--- src/hw/rtl/hsfr_pkg.sv ---
package hsfr_pkg;

    // Result status codes.
    typedef enum logic [2:0] {
        ST_OK         = 3'd0,
        ST_NOT_READY  = 3'd1,
        ST_WRITE_FAIL = 3'd2,
        ST_READ_FAIL  = 3'd3,
        ST_TEMP_CRC   = 3'd4,
        ST_HUM_CRC    = 3'd5,
        ST_PENDING    = 3'd6
    } t_status;

    // Configuration register indexes.
    localparam logic REG_SENSOR_READY = 1'b0;
    localparam logic REG_MEASURE_WAIT = 1'b1;

    localparam logic [7:0]  WAIT_RESET = 8'd15;
    localparam logic [7:0]  CRC_POLY   = 8'h31;
    localparam logic [7:0]  CRC_INIT   = 8'hFF;

    // Scale factors for round(full_scale * raw / 65535), written as
    // floor((raw * 2 * full_scale + 65535) / 131070).
    localparam logic [15:0] TEMP_SCALE = 16'd35000;
    localparam logic [15:0] HUM_SCALE  = 16'd20000;
    localparam logic [31:0] ROUND_BIAS = 32'd65535;
    localparam logic [16:0] WORD_MAX   = 17'd65535;
    localparam logic [14:0] TEMP_OFFSET = 15'd4500;

    // Control information that travels down the pipeline with each request.
    typedef struct packed {
        logic        issue;
        t_status     status;
        logic [31:0] ts;
    } t_ctl;

    // One byte of the CRC-8, most significant bit first.
    function automatic logic [7:0] crc8_byte(input logic [7:0] crc_in, input logic [7:0] data);
        logic [7:0] c;
        c = crc_in ^ data;
        for (int j = 0; j < 8; j++) begin
            c = c[7] ? ({c[6:0], 1'b0} ^ CRC_POLY) : {c[6:0], 1'b0};
        end
        return c;
    endfunction

endpackage

--- src/hw/rtl/hsfr_lane.sv ---
module hsfr_lane (
    input  logic        i_clk,
    input  logic        i_load,
    input  logic        i_adv,
    input  logic [15:0] i_raw,
    input  logic [7:0]  i_crc,
    input  logic [15:0] i_scale,
    output logic        o_crc_ok,
    output logic [14:0] o_quot
);
    import hsfr_pkg::*;

    logic [31:0] r_prod;
    logic [14:0] r_quot;
    logic [30:0] half;
    logic [14:0] q0;
    logic [16:0] rem;
    logic [14:0] n_quot;

    assign o_crc_ok = (crc8_byte(crc8_byte(CRC_INIT, i_raw[15:8]), i_raw[7:0]) == i_crc);

    always_ff @(posedge i_clk) begin
        if (i_load) begin
            r_prod <= ({16'b0, i_raw} * {16'b0, i_scale}) + ROUND_BIAS;
        end
    end

    // Divide by 131070: halve, then divide by 65535 using 2^16 = 65535 + 1.
    // The remainder estimate stays below twice the divisor, so one correction suffices.
    always_comb begin
        half   = r_prod[31:1];
        q0     = half[30:16];
        rem    = {1'b0, half[15:0]} + {2'b0, q0};
        n_quot = (rem >= WORD_MAX) ? (q0 + 15'd1) : q0;
    end

    always_ff @(posedge i_clk) begin
        if (i_adv) begin
            r_quot <= n_quot;
        end
    end

    assign o_quot = r_quot;

endmodule

--- src/hw/rtl/hsfr_ctrl.sv ---
module hsfr_ctrl (
    input  logic              i_clk,
    input  logic              i_rst_n,
    input  logic              i_cfg_we,
    input  logic              i_cfg_index,
    input  logic [7:0]        i_cfg_data,
    input  logic              i_accept,
    input  logic              i_load,
    input  logic [31:0]       i_now_ms,
    input  logic              i_write_ok,
    input  logic              i_fetch_ok,
    input  logic              i_t_crc_ok,
    input  logic              i_h_crc_ok,
    output hsfr_pkg::t_ctl    o_ctl
);
    import hsfr_pkg::*;

    // The reader is either idle or waiting for a measurement to become due.
    typedef enum logic [1:0] {
        S_IDLE = 2'b01,
        S_WAIT = 2'b10
    } t_phase;

    logic        r_sensor_ready;
    logic [7:0]  r_wait_ms;
    t_phase      r_phase;
    logic [31:0] r_ready_time;
    t_ctl        r_ctl;

    t_phase      n_phase;
    logic [31:0] n_ready_time;
    logic [31:0] diff;
    t_ctl        n_ctl;

    always_ff @(posedge i_clk) begin
        if (!i_rst_n) begin
            r_sensor_ready <= 1'b0;
            r_wait_ms      <= WAIT_RESET;
        end else if (i_cfg_we) begin
            case (i_cfg_index)
                REG_SENSOR_READY: r_sensor_ready <= i_cfg_data[0];
                REG_MEASURE_WAIT: r_wait_ms      <= i_cfg_data;
                default: ;
            endcase
        end
    end

    always_comb begin
        diff         = i_now_ms - r_ready_time;
        n_phase      = r_phase;
        n_ready_time = r_ready_time;
        n_ctl.issue  = 1'b0;
        n_ctl.status = ST_PENDING;
        n_ctl.ts     = i_now_ms;
        if (!r_sensor_ready) begin
            n_ctl.status = ST_NOT_READY;
        end else if (r_phase == S_IDLE) begin
            n_ctl.issue = 1'b1;
            if (!i_write_ok) begin
                n_ctl.status = ST_WRITE_FAIL;
            end else begin
                n_ready_time = i_now_ms + {24'b0, r_wait_ms};
                n_phase      = S_WAIT;
            end
        end else if (diff[31]) begin
            n_ctl.status = ST_PENDING;
        end else begin
            n_phase = S_IDLE;
            if (!i_fetch_ok) begin
                n_ctl.status = ST_READ_FAIL;
            end else if (!i_t_crc_ok) begin
                n_ctl.status = ST_TEMP_CRC;
            end else if (!i_h_crc_ok) begin
                n_ctl.status = ST_HUM_CRC;
            end else begin
                n_ctl.status = ST_OK;
            end
        end
    end

    always_ff @(posedge i_clk) begin
        if (!i_rst_n) begin
            r_phase      <= S_IDLE;
            r_ready_time <= 32'd0;
        end else if (i_accept) begin
            r_phase      <= n_phase;
            r_ready_time <= n_ready_time;
        end
    end

    always_ff @(posedge i_clk) begin
        if (i_load) begin
            r_ctl <= n_ctl;
        end
    end

    assign o_ctl = r_ctl;

endmodule

--- src/hw/rtl/hsfr_merge.sv ---
module hsfr_merge (
    input  logic              i_clk,
    input  logic              i_rst_n,
    input  logic              i_en,
    input  logic              i_valid,
    input  hsfr_pkg::t_ctl    i_ctl,
    input  logic [14:0]       i_t_quot,
    input  logic [14:0]       i_h_quot,
    output logic              o_valid,
    output logic              o_issue_measure,
    output logic [14:0]       o_temperature_centi,
    output logic [13:0]       o_humidity_centi,
    output logic              o_reading_valid,
    output logic [2:0]        o_status,
    output logic [31:0]       o_timestamp_ms
);
    import hsfr_pkg::*;

    logic        r_out_v;
    logic        r_last_v;
    logic [14:0] r_last_t;
    logic [13:0] r_last_h;
    logic        r_issue;
    logic [14:0] r_temp;
    logic [13:0] r_hum;
    logic        r_rvalid;
    logic [2:0]  r_status;
    logic [31:0] r_ts;

    logic        good;
    logic [14:0] n_temp;
    logic [13:0] n_hum;
    logic        n_rvalid;

    always_comb begin
        good     = (i_ctl.status == ST_OK);
        n_temp   = good ? (i_t_quot - TEMP_OFFSET) : r_last_t;
        n_hum    = good ? i_h_quot[13:0] : r_last_h;
        n_rvalid = good || ((i_ctl.status == ST_PENDING) && r_last_v);
    end

    always_ff @(posedge i_clk) begin
        if (!i_rst_n) begin
            r_out_v  <= 1'b0;
            r_last_v <= 1'b0;
            r_last_t <= 15'd0;
            r_last_h <= 14'd0;
        end else if (i_en) begin
            r_out_v <= i_valid;
            if (i_valid && good) begin
                r_last_v <= 1'b1;
                r_last_t <= n_temp;
                r_last_h <= n_hum;
            end
        end
    end

    always_ff @(posedge i_clk) begin
        if (i_en) begin
            r_issue  <= i_ctl.issue;
            r_temp   <= n_temp;
            r_hum    <= n_hum;
            r_rvalid <= n_rvalid;
            r_status <= i_ctl.status;
            r_ts     <= i_ctl.ts;
        end
    end

    assign o_valid             = r_out_v;
    assign o_issue_measure     = r_issue;
    assign o_temperature_centi = r_temp;
    assign o_humidity_centi    = r_hum;
    assign o_reading_valid     = r_rvalid;
    assign o_status            = r_status;
    assign o_timestamp_ms      = r_ts;

endmodule

--- src/hw/rtl/humidity_sensor_frame_reader_top.sv ---
// Channel   Direction  Handshake             Carries
// poll      in         i_valid / o_stall     now_ms, write_ok, fetch_ok, six frame bytes
// result    out        o_valid / i_stall     issue flag, temperature, humidity, valid, status, time
// config    in         i_cfg_valid / o_cfg_ready  register index and write data
//
// One poll request is taken every cycle while o_stall is low. The measurement state is updated
// in the cycle a poll is accepted; the two conversion lanes each register the constant multiplier
// product and then the divide-by-131070 quotient, and the merge stage registers the result.
// Reset (synchronous, active low) empties the pipeline and restores register defaults.
// A stall on the result side backs up only as far as there are full stages before it.
module humidity_sensor_frame_reader_top (
    input  logic        i_clk,
    input  logic        i_rst_n,
    input  logic        i_valid,
    output logic        o_stall,
    input  logic [31:0] i_now_ms,
    input  logic        i_write_ok,
    input  logic        i_fetch_ok,
    input  logic [47:0] i_frame,
    output logic        o_valid,
    input  logic        i_stall,
    output logic        o_issue_measure,
    output logic [14:0] o_temperature_centi,
    output logic [13:0] o_humidity_centi,
    output logic        o_reading_valid,
    output logic [2:0]  o_status,
    output logic [31:0] o_timestamp_ms,
    input  logic        i_cfg_valid,
    output logic        o_cfg_ready,
    input  logic        i_cfg_index,
    input  logic [7:0]  i_cfg_data
);
    import hsfr_pkg::*;

    // Stage occupancy flags for the lane stages.
    logic r_v1;
    logic r_v2;
    t_ctl r_ctl2;

    logic en_out;
    logic en2;
    logic en1;
    logic accept;
    logic t_crc_ok;
    logic h_crc_ok;
    logic [14:0] t_quot;
    logic [14:0] h_quot;
    t_ctl ctl1;

    // Each stage moves on when the stage after it is empty or moving.
    assign en_out  = !o_valid || !i_stall;
    assign en2     = !r_v2 || en_out;
    assign en1     = !r_v1 || en2;
    assign o_stall = !en1;
    assign accept  = i_valid && en1;

    // Configuration is always accepted; the user must write it only while the block is quiet, unenforced.
    assign o_cfg_ready = 1'b1;

    always_ff @(posedge i_clk) begin
        if (!i_rst_n) begin
            r_v1 <= 1'b0;
            r_v2 <= 1'b0;
        end else begin
            if (en1) begin
                r_v1 <= accept;
            end
            if (en2) begin
                r_v2 <= r_v1;
            end
        end
    end

    always_ff @(posedge i_clk) begin
        if (en2) begin
            r_ctl2 <= ctl1;
        end
    end

    // Temperature lane: bytes one and two, CRC in byte three.
    hsfr_lane u_lane_t (
        .i_clk    (i_clk),
        .i_load   (en1),
        .i_adv    (en2),
        .i_raw    (i_frame[47:32]),
        .i_crc    (i_frame[31:24]),
        .i_scale  (TEMP_SCALE),
        .o_crc_ok (t_crc_ok),
        .o_quot   (t_quot)
    );

    // Humidity lane: bytes four and five, CRC in byte six.
    hsfr_lane u_lane_h (
        .i_clk    (i_clk),
        .i_load   (en1),
        .i_adv    (en2),
        .i_raw    (i_frame[23:8]),
        .i_crc    (i_frame[7:0]),
        .i_scale  (HUM_SCALE),
        .o_crc_ok (h_crc_ok),
        .o_quot   (h_quot)
    );

    hsfr_ctrl u_ctrl (
        .i_clk       (i_clk),
        .i_rst_n     (i_rst_n),
        .i_cfg_we    (i_cfg_valid && o_cfg_ready),
        .i_cfg_index (i_cfg_index),
        .i_cfg_data  (i_cfg_data),
        .i_accept    (accept),
        .i_load      (en1),
        .i_now_ms    (i_now_ms),
        .i_write_ok  (i_write_ok),
        .i_fetch_ok  (i_fetch_ok),
        .i_t_crc_ok  (t_crc_ok),
        .i_h_crc_ok  (h_crc_ok),
        .o_ctl       (ctl1)
    );

    // The merge stage holds the last good reading for results without a new one; results leave in poll order.
    hsfr_merge u_merge (
        .i_clk               (i_clk),
        .i_rst_n             (i_rst_n),
        .i_en                (en_out),
        .i_valid             (r_v2),
        .i_ctl               (r_ctl2),
        .i_t_quot            (t_quot),
        .i_h_quot            (h_quot),
        .o_valid             (o_valid),
        .o_issue_measure     (o_issue_measure),
        .o_temperature_centi (o_temperature_centi),
        .o_humidity_centi    (o_humidity_centi),
        .o_reading_valid     (o_reading_valid),
        .o_status            (o_status),
        .o_timestamp_ms      (o_timestamp_ms)
    );

`ifndef ASSERT_OFF
    a_accept_fills: assert property (@(posedge i_clk) disable iff (!i_rst_n)
        accept |=> r_v1)
        else $error("accepted request did not enter the first stage");

    a_stage_holds: assert property (@(posedge i_clk) disable iff (!i_rst_n)
        (r_v1 && !en2) |=> r_v1)
        else $error("blocked first stage lost its request");

    a_issue_status: assert property (@(posedge i_clk) disable iff (!i_rst_n)
        (o_valid && o_issue_measure) |->
        (o_status == ST_WRITE_FAIL || o_status == ST_PENDING))
        else $error("measurement issued with an unexpected status");

    a_ok_valid: assert property (@(posedge i_clk) disable iff (!i_rst_n)
        (o_valid && o_status == ST_OK) |-> (o_reading_valid && !o_issue_measure))
        else $error("successful reading not flagged valid");
`endif

endmodule
--- config.mk ---
export PLATFORM = sky130hd
export DESIGN_NAME = humidity_sensor_frame_reader_top
export DESIGN_NICKNAME = d
export VERILOG_FILES = /design/src/hw/rtl/hsfr_pkg.sv /design/src/hw/rtl/hsfr_lane.sv /design/src/hw/rtl/hsfr_ctrl.sv /design/src/hw/rtl/hsfr_merge.sv /design/src/hw/rtl/humidity_sensor_frame_reader_top.sv
export SDC_FILE = /design/constraint.sdc
export NUM_CORES = 1
export LEC_CHECK = 0
export BUFFER_PORTS_ARGS = -buffer_cell sky130_fd_sc_hd__buf_2
export CAP_MARGIN = 10
export CELL_PAD_IN_SITES_DETAIL_PLACEMENT = 1
export CELL_PAD_IN_SITES_GLOBAL_PLACEMENT = 2
export CORE_MARGIN = 5
export CORE_UTILIZATION = 40
export CTS_CLUSTER_DIAMETER = 100
export DETAILED_ROUTE_END_ITERATION = 10
export PLACE_DENSITY = 0.89
export SYNTH_ARGS = -nofsm -noshare
export SYNTH_HDL_FRONTEND = slang
export SYNTH_SLANG_ARGS = --single-unit
export TNS_END_PERCENT = 1
--- constraint.sdc ---
create_clock -name i_clk -period 6.9 [get_ports i_clk]
set_clock_uncertainty 0.1 [all_clocks]
set_input_delay 0.345 -clock i_clk [delete_from_list [all_inputs] [get_ports i_clk]]
set_output_delay 0.345 -clock i_clk [all_outputs]
set_load 0.01 [all_outputs]
==> results of run 1 <==
==> registers in the layout, summed over array words and instances, names as in the netlist <==
name / cells
r_ctl2: 36
u_ctrl.o_ctl: 36
u_ctrl.r_ready_time: 32
u_merge.o_timestamp_ms: 32
u_lane_t.r_prod: 29
u_lane_h.r_prod: 27
u_lane_t.o_quot: 15
u_merge.o_temperature_centi: 15
u_merge.r_last_t: 15
u_lane_h.o_quot: 14
u_merge.o_humidity_centi: 14
u_merge.r_last_h: 14
u_ctrl.r_wait_ms: 8
u_merge.o_status: 3
u_ctrl.r_phase: 2
r_v1: 1
r_v2: 1
u_ctrl.r_sensor_ready: 1
u_merge.o_issue_measure: 1
u_merge.o_reading_valid: 1
u_merge.o_valid: 1
u_merge.r_last_v: 1
==> per-stage QoR <==
step	util [%]	hold slack (ns)
5_1_grt	45.91	0.05259
4_1_cts	45.91	0.01238
6_report	45.91	0.07861
3_5_place_dp	43.31	0.3052
2_1_floorplan	-	0.3003
3_3_place_gp	43.31	0.3008
==> layer usage <==
metal	track usage [%]	up-vias	wire length [µm]
li1	-	7510	-
met1	23.52	7360	23410
met2	32.45	240	25790
met3	1.693	55	1796
met4	3.908	0	937
met5	0	-	0
==> power by group <==
group,switching [mW],total (mW),internal [mW],leakage [nW]
Clock,0.680,1.58,0.904,0.459
Sequential,0.257,2.66,2.40,3.03
Combinational,2.79,4.80,2.00,7.03
Total,3.73,9.05,5.31,10.5
==> how the worst max path moves through the flow <==
stage                startpoint                  end  slack (ns)  depth (start not counted)
floorplan           i_frame[42]  u_lane_t.r_prod[30]        1.49                         20
finish              i_frame[42]  u_lane_t.r_prod[30]        1.32                         21
global placement    i_frame[42]  u_lane_t.r_prod[30]        0.93                         21
global route        i_frame[40]  u_lane_t.r_prod[28]        0.96                         19
CTS                 i_frame[42]  u_lane_t.r_prod[30]        1.34                         21
detailed placement  i_frame[42]  u_lane_t.r_prod[30]        0.72                         21
==> layout make-up <==
| class | count | share of cell area (%) |
|---|---|---|
| Multi-Input combinational cell | 1437 | 48.73 |
| Sequential cell | 299 | 34.20 |
| Timing Repair Buffer | 209 | 5.259 |
| Inverter | 274 | 4.280 |
| Tap cell | 688 | 3.582 |
| Clock buffer | 37 | 3.187 |
| Clock inverter | 17 | 0.7550 |
| Antenna cell | 1 | 0.01041 |
==> cell families after synthesis <==
logic type	Yosys count	synth area share [%]
flip-flops	299	38.98
multiplexers	27	1.300
AND/OR/NAND/NOR	527	12.45
adder cells (fa/ha/maj)	323	22.05
XOR/XNOR	220	9.176
AO/OA/AOI/OAI	339	10.45
buffers and inverters	307	5.579
other	1	0.01779
==> layout by cell type, fill, tap and decap left out, drive strengths merged, types with 5 or more instances in the layout <==
cell | netlist | routed
a2111oi | 8 | 8
a211oi | 24 | 24
a21boi | 5 | 5
a21o | 25 | 25
a21oi | 95 | 95
and2 | 14 | 14
and3 | 29 | 29
and4 | 10 | 10
buf | 9 | 168
clkbuf | 24 | 37
clkinv | 0 | 7
dfxtp | 76 | 76
dlygate4sd3 | 0 | 41
edfxtp | 223 | 223
fa | 81 | 81
ha | 242 | 242
inv | 274 | 278
mux2i | 24 | 24
nand2 | 174 | 174
nand2b | 17 | 17
nand3 | 39 | 39
nand4 | 23 | 23
nor2 | 111 | 111
nor2b | 15 | 15
nor3 | 41 | 41
nor3b | 5 | 5
nor4 | 13 | 13
o2111ai | 8 | 8
o211ai | 8 | 8
o21a | 25 | 25
o21ai | 86 | 86
o21bai | 6 | 6
o31ai | 11 | 11
or3 | 15 | 15
xnor2 | 155 | 155
xor2 | 65 | 65
==> worst reg2reg max path, delay by kind of cell (launching register included) <==
kind                       cells  cell delay [ns]
and+or+nand+nor                4             0.84
adders and majority gates      1             0.25
AOI/OAI and AO/OA              5             1.38
muxes                          1             0.36
buffers and inverters          1             0.16
DFF                            1             0.56
==> timing repair <==
item,4_1_cts,5_1_grt
resized for setup,0,0
hold buffers,41,0
hold endpoints to repair,42,0
==> reports/results.ini, run 1 <==
[placement]
port_buffers = 163
placed_cell_area_um2 = 22670
dp_hpwl_um = 40440
routabilityCongestion = 0.8249
dp.cells = 2866
post-place-ws_ns = 0.7193

[min_path]
min_to = u_merge.o_valid
min-delay-start = i_stall
hold_class = input pin to flip-flop
whs_path_depth = 3

[routing]
first_pass_iters = 5
num_vias = 15165
via_per_inst = 5.120
ant_nets = 0
drtIter0Drc = 537
route.detailed.drc = 0
drt_wl_total_um = 51930
wl_per_cell_um = 17.53

[synth]
ys.flop_type = edfxtp_1
synth_area_leaders = edfxtp_1 (32%), ha_1 (14%), fa_1 (7.7%)
ys.warnings.count = 0
synth_nets = 2462
synth.distinct_cells = 86
yosys.area.top_type = edfxtp_1
synth_edf_count = 223
synth.cell_area_um2 = 21080
synth-async-reset-ratio_pct = 0
ys_seq_area_share_pct = 38.98
synthDominantCellAreaShare_pct = 31.76
synthCells = 2043
ys_ff_latch = 299
synth_most_common_cell = inv_1
ys_top_cells_by_count = inv_1 (273), ha_1 (242), edfxtp_1 (223)
syn_area_per_cell_um2 = 10.32

[clocking]
clkSinkCount = 299
cts_root_buf = clkbuf_16
clkTransAtPathRegs_ns = 0.06
cts_made_buffers = 29
clk_latency_ns = 0.56
post_cts_buffers = 0
htreeDepth = 1
cts_tree = yes
clockBufferDepth = 3

[critical_path]
critPathCaptureType = flip-flop
r2r_setup_slack_ns = 3.00
critPathMostFrequentCell = inv_1
crit_type = input pin to flip-flop
r2r-end = u_lane_t.o_quot[1]
path_cells = buf_2, ha_1, inv_1, fa_1, inv_1, ha_1, fa_1, inv_1, fa_1, inv_1, ha_1, a21o_1, o211a_1, a211oi_1, o31ai_1, xor2_1, nand4_1, a211oi_1, and4_1, nand3_1, xnor2_1
slowest_stage = fa_1
cp.required_ns = 7.10
reg2regPathDepth = 12
crit_arrival_ns = 5.78
critPathMaxFanout = 6
cp_top_family = adder cells
regToRegStartpoint = u_lane_t.r_prod[17]
crit_buf_inv = 5
cpPeakStageDelay_ns = 0.53
critPathLaunchType = input pin

[floorplanning]
num_rows = 84
die_w_um = 239.6
dieArea_um2 = 57390
die_h_um = 239.6
io_pins = 165
coreArea_um2 = 52340
initial_core_util_pct = 40.28

[flow_run]
maxCapViolations = 0

[sta]
slew_headroom_pct = 24.34
fmax_ghz = 0.1793
setup_tns_ns = 0
rsz0062_at_grt = no
timing.final.ws_setup_ns = 1.324
worst_pin_slew_ns = 1.130
fin_crit_sh_pct = 80.81
finalSetupViolCount = 0
report.final.hold_viol_count = 0
period_minus_slack_ns = 5.576
slew_viol_final = 0

[pwr]
total_leakage_power_nw = 10.52
total_power_mw = 9.045
max-vdd-ir-drop_uv = 168.8
powerDensity_nw_per_um2 = 376.4

[final_layout]
regArea_um2 = 8218
fillers = 5884
drive_gt1_share_pct = 10.69
nNetsFinal = 2669
fin_cells = 2962
design_area_um2 = 24030
synthToLayoutAreaGrowth_pct = 13.99
multiInputGateArea_um2 = 11710

[global_routing]
grt_use_total_pct = 17.97
grt_pass1_wl_um = 85580
grt.overflow.total = 0
grt_pass1_vias = 16511
grt_start_max_net_pins = 85
grt_antenna_before_repair = 1

[outcome]
status = complete, no violations

Power figures use the tool's default switching activity.
==> run 2: changes to the inputs <==
- clock period: 6.9 -> 5.4 ns (I/O delays scaled with it)
==> run 2 against run 1 <==
Compared with the run above:
- power rose by 37%
- global-route usage rose by 0.58 points
- sequential cell count did not move
- core utilization rose by 1.6 points
- routed wire length rose by 4.1%
- largest cell class unchanged
- sequential share of layout area fell by 1.2 points
- final area rose by 3.6%
- die area did not move
- worst setup slack got worse by 1.0 ns
- hold slack got worse by 0.014 ns
- count of clock-buffer cells in the layout fell by 1
- critical path depth rose by 1
==> reports/results.ini, run 2 (synthesis results as in run 1) <==
[critical_path]
cp.required_ns = 5.60  ; -1.50 ns
crit_arrival_ns = 5.27  ; -0.51 ns
crit_buf_inv = 7  ; +2
cpPeakStageDelay_ns = 0.58  ; +0.05 ns
path_cells = buf_2, buf_4, ha_1, inv_1, fa_1, inv_1, ha_1, fa_1, inv_1, fa_1, inv_1, ha_1, o211a_1, a211oi_1, buf_4, or4b_1, a311oi_1, o21a_1, nand3_1, o311ai_1, nand3_1, xor2_1
critPathMostFrequentCell = inv_1
critPathCaptureType = flip-flop
crit_type = input pin to flip-flop
critPathLaunchType = input pin
critPathMaxFanout = 5  ; -1
slowest_stage = or4b_1
cp_top_family = adder cells

[final_layout]
regArea_um2 = 8218  ; unchanged
final_util_pct = 47.54  ; +1.6 points
nNetsFinal = 2771  ; +3.8%
design_area_um2 = 24890  ; +3.6%
synthToLayoutAreaGrowth_pct = 18.04
fillers = 5874  ; -0.17%
diodes = 0  ; -1
final_common_cell = inv_1
multiInputGateArea_um2 = 11720  ; about the same
drive_gt1_share_pct = 14.61  ; +3.9 points
mostFrequentLayoutCells = inv_1 (273), ha_1 (242), edfxtp_1 (223)

[pwr]
p_seq_share_pct = 27.4  ; -2.0 points
switching_share_pct = 39.67  ; -1.6 points
internal_power_mw = 7.504  ; +41%
clkPwrFrac_pct = 17.4  ; about the same
total_leakage_power_nw = 11.07  ; +5.2%
max-vdd-ir-drop_uv = 257.9  ; +53%
p_sw_mw = 4.933  ; +32%
powerDensity_nw_per_um2 = 499.8  ; +33%
combPwrFrac_pct = 55.2  ; +2.1 points

[floorplanning]
num_rows = 84  ; unchanged
coreArea_um2 = 52340  ; unchanged
dieArea_um2 = 57390  ; unchanged
die_w_um = 239.6  ; unchanged
io_pins = 165  ; unchanged
die_h_um = 239.6  ; unchanged
initial_core_util_pct = 40.28  ; unchanged

[routing]
num_vias = 15732  ; +3.7%
drt_wl_total_um = 54040  ; +4.1%
route.detailed.drc = 0  ; unchanged
ant_nets = 0  ; unchanged
via_per_inst = 5.136  ; +0.32%
wl_per_cell_um = 17.64  ; +0.63%
first_pass_iters = 4  ; -1
drtIter0Drc = 429  ; -20%

[sta]
hold_slack_ns = 0.06422  ; -0.01439 ns
period_minus_slack_ns = 5.073
slew_viol_final = 0  ; unchanged
report.final.hold_viol_count = 0  ; unchanged
worst_pin_slew_ns = 1.123  ; -0.007313 ns
fin_crit_sh_pct = 93.95
slew_headroom_pct = 25.16  ; +0.82 points
rsz0062_at_grt = no
fmax_ghz = 0.1971
finalSetupViolCount = 0  ; unchanged

[placement]
port_buffers = 163  ; unchanged
routabilityCongestion = 0.8288  ; +0.47%
dp_hpwl_um = 42160  ; +4.3%
placed_cell_area_um2 = 23410  ; +3.3%

[clocking]
htreeDepth = 1  ; unchanged
clkTransAtPathRegs_ns = 0.07  ; about the same
cts_tree = yes
post_cts_buffers = 0  ; unchanged
clkSinkCount = 299  ; unchanged
cts_made_buffers = 29  ; unchanged
clockBufferDepth = 3  ; unchanged
clk_latency_ns = 0.57  ; about the same
cts_root_buf = clkbuf_16

[outcome]
status = complete, no violations

[global_routing]
grt_pass1_wl_um = 88020  ; +2.9%
grt_start_max_net_pins = 69  ; -19%
grt.overflow.total = 0  ; unchanged
grt_antenna_before_repair = 0  ; -1
grt_pass1_vias = 17150  ; +3.9%
grt_use_total_pct = 18.55  ; +0.58 points

[flow_run]
maxCapViolations = 0  ; unchanged

[min_path]
hold_class = input pin to flip-flop

run 2: final timing paths:
| check | from | to | slack [ns] | depth (start not counted) |
|---|---|---|---|---|
| worst max register to register | u_lane_t.r_prod[17] | u_lane_t.o_quot[1] | 1.49 | 12 |
| worst max-delay path | i_frame[43] | u_lane_t.r_prod[31] | 0.33 | 22 |
| worst min-delay path | i_cfg_index | u_ctrl.r_sensor_ready | 0.06 | 4 |
| worst min register to register | u_ctrl.o_ctl[3] | r_ctl2[3] | 0.32 | 0 |
run 2: tightest hold or removal path: cells and delay by family:
kind,cells,cell delay [ns]
multiplexers,1,0.12
buffers and inverters,1,0.12
AND/OR/NAND/NOR,2,0.17
run 2: power groups by stage:
stage / logic (mW) / clock network [mW] / registers [mW]
floorplan: 4.76 / 0 / 3.31
global placement: 6.58 / 0 / 3.43
detailed placement: 6.85 / 0 / 3.45
CTS: 6.94 / 2.21 / 3.40
global route: 7.75 / 2.31 / 3.45
finish: 6.87 / 2.17 / 3.40
run 2: area by class of cell:
class                   count  area share [%]
flip-flops and latches    299           33.02
multi-input cells        1437           47.08
repair buffers            311           8.185
well taps                 688           3.459
clock buffers              36           3.313
inverters                 274           4.133
clock inverters            18          0.8095
run 2: repair_timing:
item | 4_1_cts | 5_1_grt
hold buffers | 44 | 0
endpoints found under the hold margin | 63 | 0
gates resized for setup | 0 | 1
setup endpoints to repair | 0 | 2
run 2: per-stage QoR:
stage | worst slack (ns) | std cells | total power [mW] | setup TNS [ns]
2_1_floorplan | 0.06137 | 2043 | 8.075 | 0
3_3_place_gp | -0.1069 | 2965 | 10.01 | -0.2707
6_report | 0.3266 | 3063 | 12.44 | 0
5_1_grt | 0.09172 | 3063 | 13.51 | 0
3_5_place_dp | -0.2391 | 2965 | 10.30 | -2.153
4_1_cts | 0.3475 | 3063 | 12.56 | 0
run 2: layer usage:
layer,up-vias,track usage (%),share of wire [%]
met2,224,34.34,51
met4,0,3.804,1.7
li1,7732,-,-
met3,60,1.451,2.8
met1,7716,23.83,44
met5,-,0,0
==> run 3: changes to the inputs <==
- CORE_MARGIN: 5 -> unset
- CORE_UTILIZATION: 40 -> 42
- PLACE_DENSITY: 0.89 -> 0.91
- SYNTH_HIERARCHICAL: unset -> 1
==> run 3 against run 2 <==
Compared with the run above:
- the run now ends with negative setup slack left
- die area increased by 36%
- maximum frequency decreased by 6.3%
- register-to-register slack got worse by 0.08 ns
- synthesized cell count increased by 61%
- sequential cell count increased by 6
- synthesized area increased by 53%
- hold slack got worse by 0.037 ns
- core utilization increased by 2.2 points
- routed wire length increased by 62%
- highest routed layer unchanged
==> reports/results.ini, run 3 <==
[final_layout]
drive_gt1_share_pct = 13.43  ; -1.2 points
nNetsFinal = 4581  ; +65%
mostFrequentLayoutCells = inv_1 (526), nand2_1 (432), fa_1 (413)
final_common_cell = inv_1
diodes = 0  ; unchanged
final_util_pct = 49.79  ; +2.2 points
synthToLayoutAreaGrowth_pct = 17.16
fillers = 8737  ; +49%

[routing]
drt_wl_total_um = 87300  ; +62%
ant_nets = 0  ; unchanged
via_per_inst = 4.996  ; -2.7%
num_vias = 24265  ; +54%
drtIter0Drc = 1069  ; +150%
route.detailed.drc = 0  ; unchanged
wl_per_cell_um = 17.97  ; +1.9%
first_pass_iters = 4  ; unchanged

[clocking]
cts_made_buffers = 30  ; +3.4%
htreeDepth = 1  ; unchanged
clkSinkCount = 305  ; +2.0%
cts_root_buf = clkbuf_16
clkTransAtPathRegs_ns = 0.07  ; about the same
clk_latency_ns = 0.58  ; about the same
clockBufferDepth = 3  ; unchanged
cts_tree = yes

[sta]
period_minus_slack_ns = 5.416  ; +0.3428 ns
worst_pin_slew_ns = 1.028  ; -0.09502 ns
timing.final.ws_setup_ns = -0.01618  ; -0.3428 ns
fin_crit_sh_pct = 100.3  ; +6.3 points
slew_viol_final = 0  ; unchanged
fmax_ghz = 0.1846  ; -6.3%
slew_headroom_pct = 31.31  ; +6.1 points
report.final.hold_viol_count = 0  ; unchanged
rsz0062_at_grt = yes
finalSetupViolCount = 2  ; +2

[synth]
synthCells = 3288  ; +61%
ys.warnings.count = 6  ; +6
syn_area_per_cell_um2 = 9.817  ; -4.9%
synth.cell_area_um2 = 32280  ; +53%

[critical_path]
cp-endpoint = u_lane_t/r_prod[30]
worstSetupStartpoint = i_frame[38]
regToRegStartpoint = u_lane_t/r_prod[17]
critPathMaxFanout = 5  ; unchanged
crit_arrival_ns = 5.64  ; +0.37 ns
cp.required_ns = 5.62  ; +0.02 ns
r2r_setup_slack_ns = 1.41  ; -0.08 ns
critPathLaunchType = input pin
critPathCaptureType = flip-flop
crit_type = input pin to flip-flop
reg2regPathDepth = 11  ; -1
r2r-end = u_lane_t/o_quot[1]

[placement]
dp_hpwl_um = 71240  ; +69%
port_buffers = 163  ; unchanged
routabilityCongestion = 0.8580  ; +3.5%
post-place-ws_ns = -0.7128  ; -0.4737 ns

[floorplanning]
die_w_um = 279.2  ; +17%
initial_core_util_pct = 42.50  ; +2.2 points
coreArea_um2 = 75950  ; +45%
die_h_um = 279.2  ; +17%
dieArea_um2 = 77970  ; +36%
io_pins = 165  ; unchanged
num_rows = 101  ; +20%

[global_routing]
grt.overflow.total = 0  ; unchanged
grt_pass1_wl_um = 141500  ; +61%
grt_util_met1_pct = 29.64  ; +5.8 points
grt_use_met2_pct = 41.01  ; +6.7 points
grt_use_met3_pct = 1.222  ; -0.23 points
grt_antenna_before_repair = 2  ; +2
busiest_layer = met2
grt_pass1_vias = 26914  ; +57%
grt_use_total_pct = 22.61  ; +4.1 points
grt_start_max_net_pins = 70  ; +1.4%

[flow_run]
maxCapViolations = 0  ; unchanged

[min_path]
hold_class = input pin to flip-flop

[outcome]
violations = negative setup slack
status = finished, violations left

run 3: final cells by class:
type / count / area, µm² / area share (%)
clock buffer: 38 / 802.0 / 2.121
clock inverter: 18 / 239.0 / 0.6319
inverter: 530 / 1992 / 5.267
multi-input combinational: 2548 / 22450 / 59.36
sequential: 305 / 8398 / 22.21
tap: 1030 / 1289 / 3.408
timing repair buffer: 388 / 2650 / 7.008
run 3: repair_timing:
item / CTS / global route
pin swaps: 7 / 14
hold buffers: 44 / 0
hold endpoints to repair: 56 / 0
resized for setup: 5 / 20
buffers inserted: 1 / 0
endpoints found under the setup margin: 8 / 21
run 3: worst min path at each step:
stage                                start             endpoint  slack (ns)  cells after the start
after floorplan                i_now_ms[0]      u_ctrl/o_ctl[0]        0.27                      0
after global placement     u_ctrl/o_ctl[5]            r_ctl2[5]        0.30                      0
after detailed placement  u_ctrl/o_ctl[32]           r_ctl2[32]        0.31                      0
after CTS                          i_rst_n  u_ctrl/r_wait_ms[2]       0.002                      2
after global routing               i_rst_n  u_ctrl/r_wait_ms[2]        0.02                      2
final                              i_rst_n  u_ctrl/r_wait_ms[2]        0.03                      2
run 3: per-layer routing:
metal	wire length, µm	part of all wire [%]
met1	39060	45
met2	44060	50
met3	2470	2.8
met4	1713	2.0
met5	0	0
run 3: worst max-delay path: stages:
cell and delay [ns]:
buf_2 0.13, and2_4 0.14, fa_1 0.54, inv_1 0.06
fa_1 0.48, fa_1 0.51, inv_1 0.06, fa_1 0.54
fa_1 0.46, fa_1 0.57, ha_4 0.22, a21o_1 0.19
a2111o_1 0.30, o22ai_2 0.13, o211ai_1 0.17, o221ai_2 0.19
a21oi_2 0.10, a211o_1 0.33, a21oi_2 0.15, xnor2_1 0.09
run 3: metrics by stage:
stage | hold slack [ns] | instance area, µm² | setup TNS, ns | instances
4_1_cts | 0.001959 | 37720 | -0.1008 | 4856
2_1_floorplan | 0.2689 | 33410 | -4.390 | 3511
5_1_grt | 0.02490 | 37820 | -1.606 | 4857
6_report | 0.02711 | 37820 | -0.03204 | 4857
3_5_place_dp | 0.3056 | 36220 | -16.85 | 4755
3_3_place_gp | 0.3007 | 36220 | -11.37 | 4755
Power of run 3 is left out: the tool's default activity adds up to more than one toggle a clock period on the data nets, which glitch-free logic cannot reach.
